===== src/design/cdes_pkg.sv =====
// Package with the constants, month tables and helpers of the date to epoch converter.
`timescale 1ns / 1ps

package cdes_pkg;

  localparam int unsigned EPOCH_YEAR   = 1970;
  localparam int unsigned ZONE_LIMIT   = 1200;
  localparam int unsigned DAYS_YEAR    = 365;
  localparam int unsigned HOURS_DAY    = 24;
  localparam int unsigned MIN_HOUR     = 60;
  localparam int unsigned MAX_DAY      = 31;
  localparam int unsigned MAX_HOUR     = 24;
  localparam int unsigned MAX_MIN      = 60;
  // Leap days counted for the years before the epoch: (EPOCH_YEAR - 1) / 4
  localparam int unsigned EPOCH_QUART  = (EPOCH_YEAR - 1) / 4;
  // Reciprocal of 100 for values below 2^14: q = (v * RECIP_100) >> RECIP_SHIFT
  localparam int unsigned RECIP_100    = 5243;
  localparam int unsigned RECIP_SHIFT  = 19;
  localparam int unsigned NUM_MONTHS   = 12;
  localparam int unsigned OUT_W        = 38;
  localparam logic [OUT_W-1:0] OUT_MAX = '1;

  typedef logic [3:0] month_idx_t;

  localparam logic [23:0] MONTH_KEY [NUM_MONTHS] = '{
    24'h6A616E, 24'h666562, 24'h6D6172, 24'h617072, 24'h6D6179, 24'h6A756E,
    24'h6A756C, 24'h617567, 24'h736570, 24'h6F6374, 24'h6E6F76, 24'h646563
  };

  // Fold an upper-case ASCII letter to lower case, pass any other byte
  function automatic logic [7:0] fold_byte(input logic [7:0] b);
    if (b >= 8'h41 && b <= 8'h5A) begin
      return b | 8'h20;
    end
    return b;
  endfunction

  // Days before the first of a month in a common year
  function automatic logic [8:0] days_before(input month_idx_t m);
    logic [8:0] d;
    unique case (m)
      4'd0:    d = 9'd0;
      4'd1:    d = 9'd31;
      4'd2:    d = 9'd59;
      4'd3:    d = 9'd90;
      4'd4:    d = 9'd120;
      4'd5:    d = 9'd151;
      4'd6:    d = 9'd181;
      4'd7:    d = 9'd212;
      4'd8:    d = 9'd243;
      4'd9:    d = 9'd273;
      4'd10:   d = 9'd304;
      4'd11:   d = 9'd334;
      default: d = 9'd0;
    endcase
    return d;
  endfunction

endpackage


===== src/design/calendar_date_to_epoch_seconds.sv =====
// Top level: six-stage pipeline converting a decoded calendar date to epoch seconds.
//
// Usage:
//   Input channel (in_valid / in_ready) carries one decoded date per
//   transaction: month name letters, day, hour, minute, second, year and a
//   signed +HHMM zone number. Output channel (out_valid / out_ready) carries
//   one epoch_seconds value per input transaction, in input order.
//   Throughput is one date per cycle while out_ready stays high; the depth
//   is set by the chain year reciprocal, leap test, day sum, then the hour,
//   minute and second scalings, each in its own register stage.
//   Each stage loads when it is empty or when the stage after it moves, so
//   bubbles close up while the receiver stalls and in_ready stays high until
//   all six stages hold data. Nothing is lost or repeated under stall.
//   Synchronous reset (rst) clears all stage valid bits; the pipeline comes
//   out of reset empty and ready.
`timescale 1ns / 1ps

module calendar_date_to_epoch_seconds (
  input  logic                     clk,
  input  logic                     rst,
  input  logic                     in_valid,
  output logic                     in_ready,
  input  logic [23:0]              month_name,
  input  logic [6:0]               day_number,
  input  logic [6:0]               hour_number,
  input  logic [6:0]               minute_number,
  input  logic [6:0]               second_number,
  input  logic [13:0]              year_number,
  input  logic signed [14:0]       zone_number,
  output logic                     out_valid,
  input  logic                     out_ready,
  output logic [cdes_pkg::OUT_W-1:0] epoch_seconds
);

  import cdes_pkg::*;

  localparam int NSTAGE = 6;

  // Stage valid bits and load enables
  logic [NSTAGE-1:0] vld;
  logic [NSTAGE-1:0] en;

  // Stage 1 registers
  month_idx_t   s1_mon;
  logic [4:0]   s1_day;
  logic [4:0]   s1_hour;
  logic [5:0]   s1_min;
  logic [5:0]   s1_sec;
  logic [13:0]  s1_year;
  logic [7:0]   s1_q100;
  logic signed [11:0] s1_zone;

  // Stage 2 registers
  logic [4:0]   s2_day;
  logic [4:0]   s2_hour;
  logic [5:0]   s2_min;
  logic [5:0]   s2_sec;
  logic [22:0]  s2_yoff365;
  logic [11:0]  s2_quart;
  logic [8:0]   s2_dbm;
  logic         s2_zsign;
  logic [10:0]  s2_zabs;
  logic [3:0]   s2_zq;

  // Stage 3 registers
  logic [22:0]  s3_days;
  logic [4:0]   s3_hour;
  logic [5:0]   s3_min;
  logic [5:0]   s3_sec;
  logic signed [4:0] s3_zh;
  logic signed [7:0] s3_zm;

  // Stage 4 registers
  logic signed [28:0] s4_hours;
  logic [5:0]   s4_min;
  logic [5:0]   s4_sec;
  logic signed [7:0] s4_zm;

  // Stage 5 registers
  logic signed [34:0] s5_mins;
  logic [5:0]   s5_sec;

  // Stage 6 register
  logic [OUT_W-1:0] s6_total;

  // Next values
  month_idx_t   mon_next;
  logic [4:0]   day_next;
  logic [4:0]   hour_next;
  logic [5:0]   min_next;
  logic [5:0]   sec_next;
  logic [13:0]  year_next;
  logic [26:0]  yprod;
  logic [23:0]  key;
  logic signed [15:0] zneg;
  logic signed [11:0] zone_next;

  logic [14:0]  hund;
  logic         leap;
  logic [13:0]  yoff;
  logic [11:0]  yquart;
  logic [10:0]  zabs_next;
  logic [23:0]  zprod;

  logic [10:0]  zr;
  logic signed [4:0] zh_next;
  logic signed [7:0] zm_next;
  logic [22:0]  days_next;

  logic signed [28:0] hours_next;
  logic signed [34:0] mins_next;
  logic signed [40:0] total_wide;
  logic [OUT_W-1:0]   total_next;

  // Advance a stage when it is empty or its successor takes its data
  always_comb begin
    en[NSTAGE-1] = !vld[NSTAGE-1] || out_ready;
    for (int i = NSTAGE - 2; i >= 0; i--) begin
      en[i] = !vld[i] || en[i+1];
    end
  end

  assign in_ready      = en[0];
  assign out_valid     = vld[NSTAGE-1];
  assign epoch_seconds = s6_total;

  always_ff @(posedge clk) begin
    if (rst) begin
      vld <= '0;
    end else begin
      if (en[0]) begin
        vld[0] <= in_valid;
      end
      for (int i = 1; i < NSTAGE; i++) begin
        if (en[i]) begin
          vld[i] <= vld[i-1];
        end
      end
    end
  end

  // Stage 1: match month, clamp fields, negate zone, reciprocal of year / 100
  always_comb begin
    key = {fold_byte(month_name[23:16]), fold_byte(month_name[15:8]),
           fold_byte(month_name[7:0])};
    mon_next = '0;
    for (int m = NUM_MONTHS - 1; m >= 0; m--) begin
      if (MONTH_KEY[m] == key) begin
        mon_next = month_idx_t'(m);
      end
    end
    year_next = (year_number < 14'(EPOCH_YEAR)) ? 14'(EPOCH_YEAR) : year_number;
    day_next  = (day_number == 7'd0 || day_number > 7'(MAX_DAY)) ? 5'd1 : day_number[4:0];
    hour_next = (hour_number > 7'(MAX_HOUR)) ? 5'd0 : hour_number[4:0];
    min_next  = (minute_number > 7'(MAX_MIN)) ? 6'd0 : minute_number[5:0];
    sec_next  = (second_number > 7'(MAX_MIN)) ? 6'd0 : second_number[5:0];
    yprod     = 27'(year_next) * 27'(RECIP_100);
    zneg      = -16'(zone_number);
    if (zneg > $signed(16'(ZONE_LIMIT)) || zneg < -$signed(16'(ZONE_LIMIT))) begin
      zone_next = '0;
    end else begin
      zone_next = zneg[11:0];
    end
  end

  always_ff @(posedge clk) begin
    if (en[0]) begin
      s1_mon  <= mon_next;
      s1_day  <= day_next;
      s1_hour <= hour_next;
      s1_min  <= min_next;
      s1_sec  <= sec_next;
      s1_year <= year_next;
      s1_q100 <= yprod[RECIP_SHIFT+7:RECIP_SHIFT];
      s1_zone <= zone_next;
    end
  end

  // Stage 2: leap test, year days, days before month, zone hours
  always_comb begin
    hund   = 15'(s1_q100) * 15'd100;
    leap   = (s1_year[1:0] == 2'd0) && ((hund[13:0] != s1_year) || (s1_q100[1:0] == 2'd0));
    yoff   = s1_year - 14'(EPOCH_YEAR);
    yquart = 12'((s1_year - 14'd1) >> 2) - 12'(EPOCH_QUART);
    zabs_next = (s1_zone < 0) ? 11'(-s1_zone) : 11'(s1_zone);
    zprod  = 24'(zabs_next) * 24'(RECIP_100);
  end

  always_ff @(posedge clk) begin
    if (en[1]) begin
      s2_day     <= s1_day;
      s2_hour    <= s1_hour;
      s2_min     <= s1_min;
      s2_sec     <= s1_sec;
      s2_yoff365 <= 23'(yoff) * 23'(DAYS_YEAR);
      s2_quart   <= yquart;
      s2_dbm     <= days_before(s1_mon) + 9'((leap && s1_mon >= month_idx_t'(2)) ? 1 : 0);
      s2_zsign   <= s1_zone < 0;
      s2_zabs    <= zabs_next;
      s2_zq      <= zprod[RECIP_SHIFT+3:RECIP_SHIFT];
    end
  end

  // Stage 3: sum days, split zone into signed hour and minute parts
  always_comb begin
    zr        = s2_zabs - 11'(s2_zq) * 11'd100;
    zh_next   = s2_zsign ? -$signed({1'b0, s2_zq}) : $signed({1'b0, s2_zq});
    zm_next   = s2_zsign ? -$signed({1'b0, zr[6:0]}) : $signed({1'b0, zr[6:0]});
    days_next = s2_yoff365 + 23'(s2_quart) + 23'(s2_dbm) + 23'(s2_day) - 23'd1;
  end

  always_ff @(posedge clk) begin
    if (en[2]) begin
      s3_days <= days_next;
      s3_hour <= s2_hour;
      s3_min  <= s2_min;
      s3_sec  <= s2_sec;
      s3_zh   <= zh_next;
      s3_zm   <= zm_next;
    end
  end

  // Stage 4: scale days to hours, add the hour and the zone hours
  assign hours_next = $signed(29'(s3_days)) * 29'sd24 + $signed(29'(s3_hour)) + 29'(s3_zh);

  always_ff @(posedge clk) begin
    if (en[3]) begin
      s4_hours <= hours_next;
      s4_min   <= s3_min;
      s4_sec   <= s3_sec;
      s4_zm    <= s3_zm;
    end
  end

  // Stage 5: scale hours to minutes, add the minute and the zone minutes
  assign mins_next = 35'(s4_hours) * 35'sd60 + $signed(35'(s4_min)) + 35'(s4_zm);

  always_ff @(posedge clk) begin
    if (en[4]) begin
      s5_mins <= mins_next;
      s5_sec  <= s4_sec;
    end
  end

  // Stage 6: scale minutes to seconds, add the second, clamp to the output range
  always_comb begin
    total_wide = 41'(s5_mins) * 41'sd60 + $signed(41'(s5_sec));
    if (total_wide < 0) begin
      total_next = '0;
    end else if (total_wide > $signed(41'(OUT_MAX))) begin
      total_next = OUT_MAX;
    end else begin
      total_next = total_wide[OUT_W-1:0];
    end
  end

  always_ff @(posedge clk) begin
    if (en[5]) begin
      s6_total <= total_next;
    end
  end

endmodule

===== config.mk =====
export PLATFORM = sky130hd
export DESIGN_NAME = calendar_date_to_epoch_seconds
export DESIGN_NICKNAME = d
export VERILOG_FILES = /design/src/design/cdes_pkg.sv /design/src/design/calendar_date_to_epoch_seconds.sv
export SDC_FILE = /design/constraint.sdc
export NUM_CORES = 2
export LEC_CHECK = 0
export ABC_AREA = 1
export BUFFER_PORTS_ARGS = -buffer_cell sky130_fd_sc_hd__buf_2
export CORE_MARGIN = 5
export CORE_UTILIZATION = 40
export DETAILED_ROUTE_END_ITERATION = 6
export GPL_TIMING_DRIVEN = 0
export PLACE_DENSITY = 0.55
export SKIP_CTS_REPAIR_TIMING = 1
export SYNTH_ARGS = -nofsm -noshare
export SYNTH_HDL_FRONTEND = slang
export SYNTH_SLANG_ARGS = --single-unit

===== constraint.sdc =====
create_clock -name clk -period 9.4 [get_ports clk]
set_input_delay 0.94 -clock clk [delete_from_list [all_inputs] [get_ports clk]]
set_output_delay 0.94 -clock clk [all_outputs]
set_load 0.02 [all_outputs]

==> results_dict.tcl <==
set metrics [dict create \
    io_pins 125 \
    finalCoreUtilization_pct 44.1 \
    cts.clk_slew.worst_paths_ns 0.06 \
    overflow 0 \
    yosysUniqueCellTypes 53 \
    synth.ff_latch_count 325 \
    diodes 0 \
    worstHoldPathCells 0 \
    drt_wl_total_microns 79700 \
    die_area_sq_mm 0.103 \
    gr-usage-all-layers_pct 15.7 \
    dieWidth_microns 322 \
    area_delta_synth_final_pct 9.55 \
    holdCritStartpoint "s3_zm[7]" \
    cp_data_required_time_ns 9.74 \
    grt_pass1_vias 28700 \
    placement.setup.worst_slack_ns 2.07 \
    regArea_sq_mm 0.00970 \
    tightest_pin_transition_ns 1.08 \
    tritoncts_num_sinks 325 \
    first_pass_grt_wire_length_microns 136000 \
    drcViolationCount 0 \
    min_period_over_period_pct 71.6 \
    initial_core_util_pct 40.2 \
    result_of_the_run "finished, final reports clean" \
    cell_row_count 114 \
    timing.critical_path.slowest_cell_delay_ns 0.66 \
    ff2ff_path_depth 26 \
    final_layout_size_suffix_gt1_share_pct 6.69 \
    clock-skew-final_ns 0.0246 \
    post_synth_most_frequent_cells "sky130_fd_sc_hd__inv_1, sky130_fd_sc_hd__nand2_1, sky130_fd_sc_hd__ha_1" \
    reg2reg_to "s2_zq[3]" \
    synth.largest_area_cell "sky130_fd_sc_hd__edfxtp_1" \
    grt_start_max_net_pins 73 \
    yosys-top-cells-area "sky130_fd_sc_hd__edfxtp_1, sky130_fd_sc_hd__ha_1, sky130_fd_sc_hd__fa_1" \
    cts.path.max_buffers 3 \
    post_synth_arst_share_pct 0 \
    filler_cell_count 9659 \
    firstDrtPassIters 5 \
    fmaxAchievable_mhz 149 \
    totalNegativeSetupSlack_ns 0 \
    synthesis.area_per_instance_sq_um 8.57 \
    dr.first_iter.drc_count 959 \
    setup.reg_to_reg.worst_slack_ns 2.81 \
    crit_slowest_cell "sky130_fd_sc_hd__nor3_1" \
    cts_buffers 41 \
    final-max-slew-violation-count 0 \
    antenna_found_initial 0 \
    synth.top_cell.area_share_pct 24.7 \
    place_congestion 0.882 \
    clk_tree_root_cell "sky130_fd_sc_hd__clkbuf_16" \
    nNetsFinal 5693 \
    insertion_delay_to_the_later_sink_of_the_worst_skew_pair_ns 0.59 \
    critical_path_arrival_ns 7.07 \
    hold_path_class "register to register" \
    hold_violations 0 \
    hold-path-endpoint "s4_zm[7]" \
    syn_area_sq_mm 0.0389 \
    critPathLaunchType "input pin" \
    timing.critical_path.mode_cell "sky130_fd_sc_hd__inv_1" \
    min_period_ns 6.73 \
    max_cap_viol_count 0 \
    post_synth_inst_count 4534 \
    ys.flop_type "sky130_fd_sc_hd__edfxtp_1" \
    num_vias 28100 \
    synth.most_common_cell "sky130_fd_sc_hd__inv_1" \
    timing.hold.ws_ns 0.410 \
    worstSetupEndpointType "register" \
    route.met3.wl_microns 2330 \
    core_area_sq_mm 0.0966 \
    avgRoutedWirePerCell_microns 13.3 \
    synth_enable_flop_cells 319 \
    ant_nets 0 \
    avgViaCountPerCell 4.68 \
    cts-htree-levels 2 \
    timing_worst_setup_path_type "input pin to register" \
    cts_tree "done" \
    synth_nets 5522 \
    wl_met1_microns 35300 \
    dr_wl_met2_microns 40000 \
    worst_slew_margin_rel_pct 28.1 \
    unrepaired_setup_endpoints_after_global_routing "false" \
    final_critical_path_setup_slack_ns 2.67 \
    multi_input_combinational_cell_area_sq_mm 0.0247 \
    detailed_place_hpwl_microns 68900 \
    synth-seq-area-share_pct 25.0 \
    routed.top_layer "met4" \
    die_h_microns 322 \
    critPathMaxFanout 9 \
    rr_startpoint "s1_zone[0]" \
    timing.final.setup_violations 0 \
    yosys_warnings 0 \
    port_buffers 124 \
]
==> sequential cells by signal (all words and copies together) (netlist names), 6 cells and up <==
register / cells
s1_min: 6
s3_zm: 8
s2_yoff365: 23
s3_min: 6
s2_min: 6
s2_sec: 6
s5_mins: 35
s4_zm: 8
s2_dbm: 9
s4_sec: 6
s4_min: 6
s2_zabs: 7
vld: 6
s5_sec: 6
s1_year: 14
s3_days: 23
s1_zone: 12
s3_sec: 6
s4_hours: 29
s1_q100: 8
epoch_seconds: 38
s1_sec: 6
s2_quart: 12
==> metal layers <==
metal,global-route usage [%],vias to the layer above
li1,-,14800
met1,19.3,12900
met2,29.0,311
met3,1.65,106
met4,4.46,0
met5,0,-
==> cells in the final DEF (no fill, tap or decap), drive strengths merged, types with 3 or more instances in the layout <==
master	netlist	routed
o211ai	5	5
nand3	191	191
o221ai	9	9
nand4	57	57
o31ai	5	5
ha	613	613
nor2	277	277
inv	1137	1141
nor3	65	65
o21bai	16	16
clkinv	2	20
edfxtp	319	319
nor4	11	11
a21oi	254	254
or2	7	7
clkbuf	9	56
o21a	21	21
xnor2	85	85
a21boi	8	8
a31oi	13	13
bufinv	0	5
o21ai	123	123
nand3b	10	10
xor2	194	194
a21o	12	12
and2	3	3
dfxtp	6	6
nand2	757	757
fa	290	290
buf	12	140
==> critical path: cells and delay by family <==
kind | cells | cell delay (ns)
buf+inv | 8 | 0.84
compound gates | 5 | 1.19
simple gates | 11 | 1.63
fa+ha+maj | 6 | 2.47
==> worst max path at each step <==
stage / endpoint / slack [ns] / startpoint / cells after the start
after global placement: in_ready / -1.12 / out_ready / 12
final: s1_q100[7] / 2.67 / year_number[2] / 30
after CTS: s1_q100[7] / 2.70 / year_number[3] / 30
after global routing: s1_q100[7] / 2.11 / year_number[2] / 30
after detailed placement: s1_q100[7] / 2.07 / year_number[3] / 30
after floorplan: in_ready / 1.79 / out_ready / 10
==> logic make-up after synthesis <==
group | share of synthesized area (%)
AO/OA/AOI/OAI | 6.94
XOR/XNOR | 6.29
adder cells (fa/ha/maj) | 34.7
buffers and inverters | 11.4
flip-flops | 25.0
AND/OR/NAND/NOR | 15.7
==> layout make-up <==
cell class | instances | area share [%]
timing repair buffer | 128 | 1.68
inverter | 1139 | 10.0
clock inverter | 29 | 0.752
clock buffer | 47 | 2.51
buffer | 21 | 0.406
tap | 1276 | 3.75
sequential | 325 | 22.8
multi-input combinational | 3049 | 58.1
==> per-stage QoR <==
step | area [sq um] | std cells
after detailed placement | 41200 | 5938
after global placement | 41100 | 5934
after CTS | 42600 | 6014
after global routing | 42600 | 6014
after floorplan | 38900 | 4534
final | 42600 | 6014
Power is left out: the tool's default activity adds up to more than one toggle a clock period on the data nets, which glitch-free logic cannot reach.
